## src/hw/rtl/egtm_pkg.sv

```systemverilog
// ----------------------------------------------------------------------------
// egtm_pkg
// shared widths, register indexes, phase and status codes, and the
// configuration and result types of the echo gate thickness meter
// ----------------------------------------------------------------------------
package egtm_pkg;

    localparam int SAMPLE_BITS = 16;
    localparam int IDX_W       = 12;
    localparam int FRAME_LEN   = 1 << IDX_W;
    localparam int CNT_W       = IDX_W + 1;
    localparam int SCALE_W     = 24;
    localparam int THICK_W     = 36;
    localparam int STATUS_W    = 3;
    localparam int CFG_IDX_W   = 3;
    localparam int CFG_DATA_W  = 24;
    localparam int PHASE_W     = 2;

    // register indexes
    localparam logic [CFG_IDX_W-1:0] REG_METHOD      = 3'd0;
    localparam logic [CFG_IDX_W-1:0] REG_HALF_MM     = 3'd1;
    localparam logic [CFG_IDX_W-1:0] REG_PROBE_START = 3'd2;
    localparam logic [CFG_IDX_W-1:0] REG_THRESHOLD   = 3'd3;
    localparam logic [CFG_IDX_W-1:0] REG_G1_LEFT     = 3'd4;
    localparam logic [CFG_IDX_W-1:0] REG_G1_RIGHT    = 3'd5;
    localparam logic [CFG_IDX_W-1:0] REG_G2_LEFT     = 3'd6;
    localparam logic [CFG_IDX_W-1:0] REG_G2_RIGHT    = 3'd7;

    // register reset values
    localparam logic                          RST_METHOD      = 1'b0;
    localparam logic [SCALE_W-1:0]            RST_HALF_MM     = 24'd54526;
    localparam logic [IDX_W-1:0]              RST_PROBE_START = 12'd400;
    localparam logic signed [SAMPLE_BITS-1:0] RST_THRESHOLD   = 16'sd600;
    localparam logic [IDX_W-1:0]              RST_G1_LEFT     = 12'd20;
    localparam logic [IDX_W-1:0]              RST_G1_RIGHT    = 12'd120;
    localparam logic [IDX_W-1:0]              RST_G2_LEFT     = 12'd140;
    localparam logic [IDX_W-1:0]              RST_G2_RIGHT    = 12'd240;

    localparam logic METHOD_CROSSING = 1'b0;
    localparam logic METHOD_GATES    = 1'b1;

    // zero-crossing phases
    localparam logic [PHASE_W-1:0] PH_SEARCH = 2'd0;
    localparam logic [PHASE_W-1:0] PH_ARMED  = 2'd1;
    localparam logic [PHASE_W-1:0] PH_FOUND  = 2'd2;

    // result status codes
    localparam logic [STATUS_W-1:0] ST_OK          = 3'd0;
    localparam logic [STATUS_W-1:0] ST_BAD_GATES   = 3'd1;
    localparam logic [STATUS_W-1:0] ST_NO_THRESH   = 3'd2;
    localparam logic [STATUS_W-1:0] ST_NO_CROSSING = 3'd3;
    localparam logic [STATUS_W-1:0] ST_REVERSED    = 3'd4;

    typedef struct packed {
        logic                          method;
        logic [SCALE_W-1:0]            half_mm_per_sample;
        logic [IDX_W-1:0]              probe_start;
        logic signed [SAMPLE_BITS-1:0] crossing_threshold;
        logic [IDX_W-1:0]              gate1_left;
        logic [IDX_W-1:0]              gate1_right;
        logic [IDX_W-1:0]              gate2_left;
        logic [IDX_W-1:0]              gate2_right;
    } cfg_t;

    typedef struct packed {
        logic [IDX_W-1:0]    span;
        logic [STATUS_W-1:0] status;
    } span_res_t;

endpackage

```

## src/hw/rtl/egtm_cfg_regs.sv

```systemverilog
// ----------------------------------------------------------------------------
// egtm_cfg_regs
// configuration register file, written by index, no read-back
// ----------------------------------------------------------------------------
module egtm_cfg_regs
    import egtm_pkg::*;
(
    input  logic                  clk,
    input  logic                  rst_n,
    input  logic                  cfg_wr_en,
    input  logic [CFG_IDX_W-1:0]  cfg_index,
    input  logic [CFG_DATA_W-1:0] cfg_data,
    output cfg_t                  cfg
);

    cfg_t cfg_reg;
    cfg_t cfg_next;

    always_comb
    begin
        cfg_next = cfg_reg;
        if (cfg_wr_en)
        begin
            case (cfg_index)
                REG_METHOD:      cfg_next.method             = cfg_data[0];
                REG_HALF_MM:     cfg_next.half_mm_per_sample = cfg_data[SCALE_W-1:0];
                REG_PROBE_START: cfg_next.probe_start        = cfg_data[IDX_W-1:0];
                REG_THRESHOLD:   cfg_next.crossing_threshold = cfg_data[SAMPLE_BITS-1:0];
                REG_G1_LEFT:     cfg_next.gate1_left         = cfg_data[IDX_W-1:0];
                REG_G1_RIGHT:    cfg_next.gate1_right        = cfg_data[IDX_W-1:0];
                REG_G2_LEFT:     cfg_next.gate2_left         = cfg_data[IDX_W-1:0];
                REG_G2_RIGHT:    cfg_next.gate2_right        = cfg_data[IDX_W-1:0];
                default:         cfg_next = cfg_reg;
            endcase
        end
    end

    always_ff @(posedge clk or negedge rst_n)
    begin
        if (!rst_n)
        begin
            cfg_reg.method             <= RST_METHOD;
            cfg_reg.half_mm_per_sample <= RST_HALF_MM;
            cfg_reg.probe_start        <= RST_PROBE_START;
            cfg_reg.crossing_threshold <= RST_THRESHOLD;
            cfg_reg.gate1_left         <= RST_G1_LEFT;
            cfg_reg.gate1_right        <= RST_G1_RIGHT;
            cfg_reg.gate2_left         <= RST_G2_LEFT;
            cfg_reg.gate2_right        <= RST_G2_RIGHT;
        end
        else
        begin
            cfg_reg <= cfg_next;
        end
    end

    assign cfg = cfg_reg;

endmodule

```

## config.mk

```make
export PLATFORM = sky130hd
export DESIGN_NAME = egtm_cfg_regs
export DESIGN_NICKNAME = d
export VERILOG_FILES = /design/src/hw/rtl/egtm_pkg.sv /design/src/hw/rtl/egtm_cfg_regs.sv
export SDC_FILE = /design/constraint.sdc
export NUM_CORES = 1
export LEC_CHECK = 0
export ABC_AREA = 1
export ABC_CLOCK_PERIOD_IN_PS = 1650
export BUFFER_PORTS_ARGS = -buffer_cell sky130_fd_sc_hd__clkbuf_2
export CAP_MARGIN = 20
export CORE_ASPECT_RATIO = 0.7
export CORE_MARGIN = 2
export CORE_UTILIZATION = 45
export DETAILED_ROUTE_END_ITERATION = 10
export MAX_ROUTING_LAYER = met4
export PLACE_DENSITY = 0.72
export SLEW_MARGIN = 20
export SYNTH_ARGS = -nofsm -noshare
export SYNTH_HDL_FRONTEND = slang
export SYNTH_SLANG_ARGS = --single-unit
```

## constraint.sdc

```tcl
create_clock -name clk -period 1.65 [get_ports clk]
set_input_delay 0.0825 -clock clk [delete_from_list [all_inputs] [get_ports clk]]
set_output_delay 0.0825 -clock clk [all_outputs]
set_load 0.01 [all_outputs]
```

-- Word level (Yosys, flattened, before mapping)
Cells that the tools add are included.
- register bits: 101
- input port bits: 30
- output and inout port bits: 101
- word-level logic and storage cells: 24
- equal/unequal tests: 7
- reductions and logical operators: 9
- operators by type and width (kind ; number):
    AND reduction 2 bit ; 8
    == test 3 bit (second input constant) ; 4
    == test 3 x 2 -> 1 bit (second input constant) ; 2
    == test 3 x 1 -> 1 bit (second input constant) ; 1
    zero test 3 bit ; 1

-- Longest topological paths before layout
Gate-level depths: netlist of run 1.
- depth in word-level cells: 2
- mapped depth: 6
- depth with buffers taken out: 5

-- Worst setup path before layout of run 1
Ideal clock, no wire load.
- kind: input to register
- start: input cfg_wr_en
- end: register cfg_reg (netlist bit cfg[65])
- arrival: 0.763 ns
- path slack: 0.822 ns
- cell stages on the path: 6
- cells stage by stage: inv_1 > nor2_2 > buf_2 > buf_2 > nand3_1 > nand2_1
- cells in the longest elaborated chain, start to end: 1
- ends and longest elaborated chain (what ; RTL line ; source):
    from (decl) ; egtm_cfg_regs.sv:10 ; input logic cfg_wr_en,
    AND reduction 2 bit (no line) ; -- ;
    to (signal assigned) ; egtm_cfg_regs.sv:53 ; cfg_reg <= cfg_next;
    to (decl) ; egtm_cfg_regs.sv:16 ; cfg_t cfg_reg;
No other way between the ends.
A chain may end at the register's enable or synchronous reset.

-- Final worst setup path of run 1
- start: register cfg_reg (netlist bit cfg[71])
- end: output cfg[71] (netlist name)
- RTL lines (what ; RTL line ; source):
    to (decl) ; egtm_cfg_regs.sv:13 ; output cfg_t cfg
No word-level cell between the ends.

==> metrics.md, run 1 <==
| Metric | Value |
|---|---|
| Routed wl met3 | 1277 um |
| Slew @ Worst Pin | between 0.5 and 0.6 ns |
| Port Buffer Count | 130 |
| Metal-1 WL | about 4600 um |
| Cell depth of the worst setup path | 1 |
| Initial antenna violation count | 0 |
| Die height | 82.87 um |
| Worst Path Buf+Inv | 1 |
| Wire length on met2 | 5055 um |
| Hold endpoint | cfg[28] |
| Fin nets | about 630 |
| RSZ-0062 raised after global routing | false |
| Crit path DAT | around 1 ns |
| Post-CTS Repair Setup Buffers | 0 |
| Min Tclk post-route | 1.099 ns |
| Clock sinks | 101 |
| Vias in the first global route | 3325 |
| Hold_ws | 0.07129 ns |
| Leading cell types in the layout, fill and taps excluded | nand2_1, clkbuf_2, dfrtp_1, nand3_1, dfstp_2 |
| Vias after detailed routing | between 3000 and 4000 |
| Slowest stage cell, crit path | dfstp_2 |
| Largest net degree at the start of global routing | 102 |
| 1st-iter DRT viols | between 200 and 300 |
| Max Clock Skew | 0 ns |
| Synth Instances | approximately 450 |
| Area delta synth->final | 31.04% |
| Slew margin rel. | 0.6391 |
| Cell family with most CP delay | flip-flops |
| #FFs+latches synth | between 100 and 150 |
| Max-slew violation count | 0 |
| CP peak stage delay | 0.54 ns |
| CTS Buffer Depth | 2 |
| Grt total ovfl | 0 |
| Min-delay src | cfg_data[4] |
| Fin crit share | 0.6663 |
| Reg2Reg Depth | 2 |
| Max VDD drop | 0.0005339 V |
| Critical Path RT | 1.57 ns |
| Worst Path Max Fanout | 2 |
| Leakage | 0.002950 uW |
| CTS Hold Bufs | 13 |
| CTS tree | yes |
| DRC violations left | 0 |
| Register area | 2566 um2 |
| Root Buffer | clkbuf_16 |
| Number of gates resized after CTS | 0 |
| Area taken by multi-input logic gates | 1297 um2 |
| Sequential area share after synthesis | 0.6417 |
| Drt first pass iters | 4 |
| CTS clk-pin slew, worst paths | roughly 0.070 ns |
| Die ar. | 9668 um2 |
| Pwr dens | 1323 nW/um2 |
| Clk_lat worst skew | 0.33 ns |
| Htree depth | 3 |
| CP Class | register to primary output |
| Sequential share of power | 0.480 |
| Layout cells sized above 1 | 0.3223 |
| Worst reg2reg startpoint | cfg[54] |
| Syn avg cell area | 8.827 um2 |
| Sw Share | 0.2954 |
| Crit end category | primary output |
| Fillers | 771 |
| Most common cell after layout, fill and taps aside | nand2_1 |
| ANT cells | 0 |
| Yosys Warn Count | 0 |
| Hold path depth | 3 |
| Core footprint | 8548 um2 |
| Routed wire length | 10960 um |
| Placed Area | 4792 um2 |
| CP Launch Type | register |
| Width of the die | 116.7 um |
| Post-route ant nets | 0 |
| Setup TNS | 0 ns |
| Syn Nets | 483 |
| Max-cap viol count | 0 |
| P_int | 4883 uW |
| GRT Util Overall | 0.2389 |
| Worst path cell trace | clkbuf_2 |
| HP Class | primary input to register |
| Comb pwr share | 0.204 |
| GPL Wtd Cong | 0.8551 |
| Status | complete, no violations |
| Clock power share | 0.317 |
| R2R Path End | cfg[54] |
| Max layer used | met4 |
| Number of I/O pins | 131 |
| First-pass GRT wire length | ~17000 um |
| Final instance area | 5240 um2 |
| Fin. Hold Viols | 0 |
| Vias per inst | a little under 5 |
| WL per Instance | 15.18 um |
| Final setup viols | 0 |
| Library cells used by synthesis | 12 |
| Row cnt | 28 |
| R2R Setup Slk | a little over 0.9 ns |
| Initial cell density of the core | 0.4678 |
| Detailed Place HPWL | 7366 um |
| NetSw | 2047 uW |
| CTS buffer count | 9 |
| Max reg flops | 101 |
| Area of the mapped netlist | 3999 um2 |
| Fmax | 909.6 MHz |
-- metal layers --
| layer | vias up | track usage |
|---|---|---|
| met2 | 167 | 0.3562 |
| met5 | - | - |
| met4 | 0 | 0.04492 |
| met3 | 4 | 0.08248 |
| li1 | 1683 | - |
| met1 | 1648 | 0.3227 |
-- cell usage after synthesis, drive strengths merged --
cell	n	area share
nand2	267	0.25
dfrtp	70	0.44
nand3	49	0.061
dfstp	31	0.20
buf	20	0.026
nor2	8	0.013
inv	6	0.0056
clkbuf	2	0.0019
-- power by group through the flow --
stage	combinational, uW	sequential (uW)	clock (uW)
floorplan	439	3550	0
global placement	1360	3340	0
detailed placement	1400	3350	0
CTS	1430	3320	2240
global route	1580	3380	2350
finish	1410	3320	2200
-- cell type report --
class | instances | share of cell area
Clock inverter | 5 | 0.01242
Timing Repair Buffer | 155 | 0.1691
Clock buffer | 11 | 0.04823
Sequential cell | 101 | 0.4897
Multi-Input combinational cell | 324 | 0.2476
Inverter | 6 | 0.004298
Tap cell | 120 | 0.02865
-- stage by stage --
| step | setup WS (ns) | power, uW | cells | utilization |
|---|---|---|---|---|
| 2_1_floorplan | 0.8223 | 3992 | 453 | - |
| 3_3_place_gp | 0.4713 | 4708 | 693 | 0.5606 |
| 3_5_place_dp | 0.4211 | 4755 | 693 | 0.5606 |
| 4_1_cts | 0.5355 | 6995 | 722 | 0.6130 |
| 5_1_grt | 0.5100 | 7307 | 722 | 0.6130 |
| 6_report | 0.5507 | 6931 | 722 | 0.6130 |
-- logic make-up after synthesis --
group                  synth area share
buffers and inverters           0.03379
and+or+nand+nor                  0.3245
DFF                              0.6417
-- how the worst max path moves through the flow --
| stage | start | endpoint | slack (ns) |
|---|---|---|---|
| 6_report | cfg[71] | cfg[71] | 0.55 |
| 4_1_cts | cfg[14] | cfg[14] | 0.54 |
| 3_3_place_gp | cfg_index[2] | cfg[42] | 0.47 |
| 5_1_grt | cfg[14] | cfg[14] | 0.51 |
| 2_1_floorplan | cfg_wr_en | cfg[65] | 0.82 |
| 3_5_place_dp | cfg_index[1] | cfg[66] | 0.42 |
Note: power is estimated with default switching activity, not from simulation.
==> run 2, diff against run 1 <==
- ABC_AREA: 1 -> 0
- ABC_CLOCK_PERIOD_IN_PS: 1650 -> 900
- PLACE_DENSITY: 0.72 -> 0.75
- clock period: 1.65 -> 0.9 ns (I/O delays scaled with it)
==> run 2 against run 1 <==
The run now ends with setup timing left. First-iteration DRC count decreased by 71%. Register-to-register slack got worse by 0.92 ns. Wire length decreased by 11%. Global-route usage decreased by 3.2 points. Synthesized cell count decreased by 52%. Hold slack got worse by 0.039 ns. Area after synthesis decreased by 0.88%. Utilization increased by 7.8 points. Final area increased by 12%. Sequential power increased by 95%. Via count decreased by 27%. Clock power increased by 82%. Critical path type unchanged. Largest cell class unchanged.
==> metrics.md, run 2 <==
| Metric | Value |
|---|---|
| Status | finished, violations left (was complete, no violations) |
| Violated checks | setup timing |
| Worst Path Buf+Inv | 1 (unchanged) |
| Synth area leaders | dfrtp_1, mux2_2, dfstp_2 (was dfrtp_1, nand2_1, dfstp_2) |
| Syn Nets | 249 (was 483) |
| Final instance area | 5881 um2 (was 5240 um2) |
| Post-synth top cells | mux2_2, dfrtp_1, dfstp_2 (was nand2_1, dfrtp_1, nand3_1) |
| Register area | 2566 um2 (unchanged) |
| Top cell type's share of synthesized area | 0.4419 (was 0.4380) |
| Area of the mapped netlist | 3964 um2 (was 3999 um2) |
| Sequential area share after synthesis | 0.6474 (was 0.6417) |
| NetSw | 3947 uW (was 2047 uW) |
| Yosys Warn Count | 0 (unchanged) |
| Largest net degree at the start of global routing | 30 (was 102) |
| Worst reg2reg startpoint | cfg[66] (was cfg[54]) |
| First-pass GRT wire length | 13990 um (was 17220 um) |
| GPL Wtd Cong | 0.7725 (was 0.8551) |
| Initial antenna violation count | 0 (unchanged) |
| Final Util | 0.6908 (was 0.6130) |
| Slowest stage cell, crit path | dfstp_2 (unchanged) |
| Final worst slack | -0.1591 ns (was 0.5507 ns) |
| Top-count cell post-synth | mux2_2 (was nand2_1) |
| Crit path DAT | 1.01 ns (was 1.02 ns) |
| Detailed Place HPWL | 6379 um (was 7366 um) |
| Min Tclk post-route | 1.059 ns |
| Routed wire length | 9759 um (was 10960 um) |
| Post-route ant nets | 0 (unchanged) |
| Root Buffer | clkbuf_16 (unchanged) |
| Vias per inst | 4.838 (was 4.850) |
| Setup TNS | -4.649 ns (was 0 ns) |
| Initial cell density of the core | 0.4656 (was 0.4678) |
| Area delta synth->final | 48.36% (was 31.04%) |
| EDFF count, synth | 0 (unchanged) |
| Core footprint | 8513 um2 (was 8548 um2) |
| # placed instances | 478 (was 693) |
| Final setup viols | 69 (was 0) |
| #FFs+latches synth | 101 (unchanged) |
| Top_reg_cell synth | dfrtp_1 (unchanged) |
| Grt total ovfl | 0 (unchanged) |
| Max Clock Skew | 0 ns (unchanged) |
| Clk_lat worst skew | 0.34 ns (was 0.33 ns) |
| ANT cells | 0 (unchanged) |
| Clock sinks | 101 (unchanged) |
| Total Power Consumption | 14510 uW (was 6931 uW) |
| Worst Path Max Fanout | 2 (unchanged) |
| Worst path cell trace | buf_8 (was clkbuf_2) |
| 1st-iter DRT viols | 80 (was 278) |
| R2R Setup Slk | 0 ns (was 0.92 ns) |
| Area taken by multi-input logic gates | 1381 um2 (was 1297 um2) |
| Die height | 82.53 um (was 82.87 um) |
| Fmax | 944.2 MHz |
| CTS clk-pin slew, worst paths | 0.07 ns (about the same) |
| Width of the die | 116.2 um (was 116.7 um) |
| CP Class | register to primary output (unchanged) |
| Max VDD drop | 0.001578 V (was 0.0005339 V) |
| Leading cell types in the layout, fill and taps excluded | clkbuf_2, dfrtp_1, mux2_2, buf_6, mux2_4 (was nand2_1, clkbuf_2, dfrtp_1, nand3_1, dfstp_2) |
| WL per Instance | 18.59 um (was 15.18 um) |
| P_int | 10560 uW (was 4883 uW) |
| Clock power share | 0.276 (was 0.317) |
| Row cnt | 28 (unchanged) |
| Placed Area | 5011 um2 (was 4792 um2) |
| Async SR Flop Fraction | 1.000 (unchanged) |
| Fin. Hold Viols | 0 (unchanged) |
| RSZ-0062 raised after global routing | true (was false) |
| Cell taking the most area after synthesis | dfrtp_1 (unchanged) |
| CTS buffer count | 9 (unchanged) |
| Htree depth | 3 (unchanged) |
| Vias after detailed routing | 2540 (was 3502) |
| Crit end category | primary output (unchanged) |
| Slew margin rel. | 0.7892 (was 0.6391) |
| CP peak stage delay | 0.56 ns (was 0.54 ns) |
| Port Buffer Count | 130 (unchanged) |
| GRT Util Overall | 0.2073 (was 0.2389) |
| Comb pwr share | 0.278 (was 0.204) |
| Slew @ Worst Pin | 0.3162 ns (was 0.5400 ns) |
| CTS tree | yes (unchanged) |
| R2R Path End | cfg[66] (was cfg[54]) |
| Fin crit share | 1.177 |
| Synth Instances | 219 (was 453) |
| DRC violations left | 0 (unchanged) |
| Library cells used by synthesis | 13 (was 12) |
| Sequential share of power | 0.446 (was 0.480) |
| Die ar. | 9587 um2 (was 9668 um2) |
| HP Class | primary input to register (unchanged) |
| Hold endpoint | cfg[38] (was cfg[28]) |
| Reg2Reg Depth | 2 (unchanged) |
| Min-delay src | cfg_data[2] (was cfg_data[4]) |
| Max-cap viol count | 0 (unchanged) |
| Final Non-Filler Cells | 525 (was 722) |
| Vias in the first global route | 2592 (was 3325) |
| CP Launch Type | register (unchanged) |
| Most common cell after layout, fill and taps aside | clkbuf_2 (was nand2_1) |
| Pwr dens | 2467 nW/um2 (was 1323 nW/um2) |
| Critical Path RT | 0.85 ns (was 1.57 ns) |
| Hold path depth | 2 (was 3) |
| Fillers | 582 (was 771) |
| Max reg flops | 101 (unchanged) |
| Sw Share | 0.2721 (was 0.2954) |
| Syn avg cell area | 18.10 um2 (was 8.827 um2) |
| CTS Buffer Depth | 2 (unchanged) |
| Layout cells sized above 1 | 0.7852 (was 0.3223) |
| Fin nets | 430 (was 627) |
| Max-slew violation count | 0 (unchanged) |
| Number of I/O pins | 131 (unchanged) |
| Cell family with most CP delay | flip-flops (unchanged) |
| Drt first pass iters | 4 (unchanged) |
| Leakage | 0.002802 uW (was 0.002950 uW) |
[run 2: cell types whose count changed after synthesis, sizes merged, moves of 6 or more]
cell | before | now
mux2 | 0 | 101
buf | 20 | 9
inv | 6 | 0
nand3 | 49 | 0
nand2 | 267 | 0
nor2 | 8 | 0
[run 2: power by group through the flow]
stage / registers (uW) / logic (uW) / clock network, uW
finish: 6460 / 4040 / 4010
global route: 6570 / 4330 / 4300
floorplan: 6820 / 1200 / 0
detailed placement: 6390 / 3220 / 0
global placement: 6360 / 3150 / 0
CTS: 6330 / 3530 / 4140
[run 2: cell families after synthesis]
family | synth area share
buffers and inverters | 0.02525
DFF | 0.6474
muxes | 0.3059
and+or+nand+nor | 0.02146
[run 2: through the flow]
step	setup WS, ns	hold WS [ns]
final	-0.1591	0.03258
after global placement	-0.2640	-0.04180
after CTS	-0.1852	0.01072
after floorplan	-0.08680	-0.2506
after detailed placement	-0.3201	-0.04142
after global routing	-0.1940	0.01223
[run 2: how the worst max path moves through the flow]
stage               slack (ns)       to  cells after the start          from
floorplan                -0.09  cfg[76]                      4  cfg_index[2]
global placement         -0.26  cfg[85]                      4     cfg_wr_en
detailed placement       -0.32  cfg[85]                      4     cfg_wr_en
CTS                      -0.19  cfg[68]                      1       cfg[68]
global route             -0.19  cfg[68]                      1       cfg[68]
finish                   -0.16  cfg[68]                      1       cfg[68]
[run 2: timing repair]
| action | 4_1_cts | 5_1_grt |
|---|---|---|
| setup buffers | 15 | 3 |
| gates resized for setup | 2 | 89 |
| hold endpoints to repair | 92 | 0 |
| setup endpoints to repair | 101 | 108 |
| hold buffers | 13 | 0 |
[run 2: layout make-up]
class	count	area share
clock buffers	10	0.04064
well taps	120	0.02553
multi-input cells	109	0.2349
repair buffers	179	0.2496
clock inverters	6	0.01298
flip-flops and latches	101	0.4364
[run 2: routing by layer]
layer	up-vias	wire, um	GRT usage
li1	1149	-	-
met1	1288	4439	0.2733
met2	92	4574	0.3111
met3	11	631	0.06277
met4	0	114	0.06667
met5	-	0	-
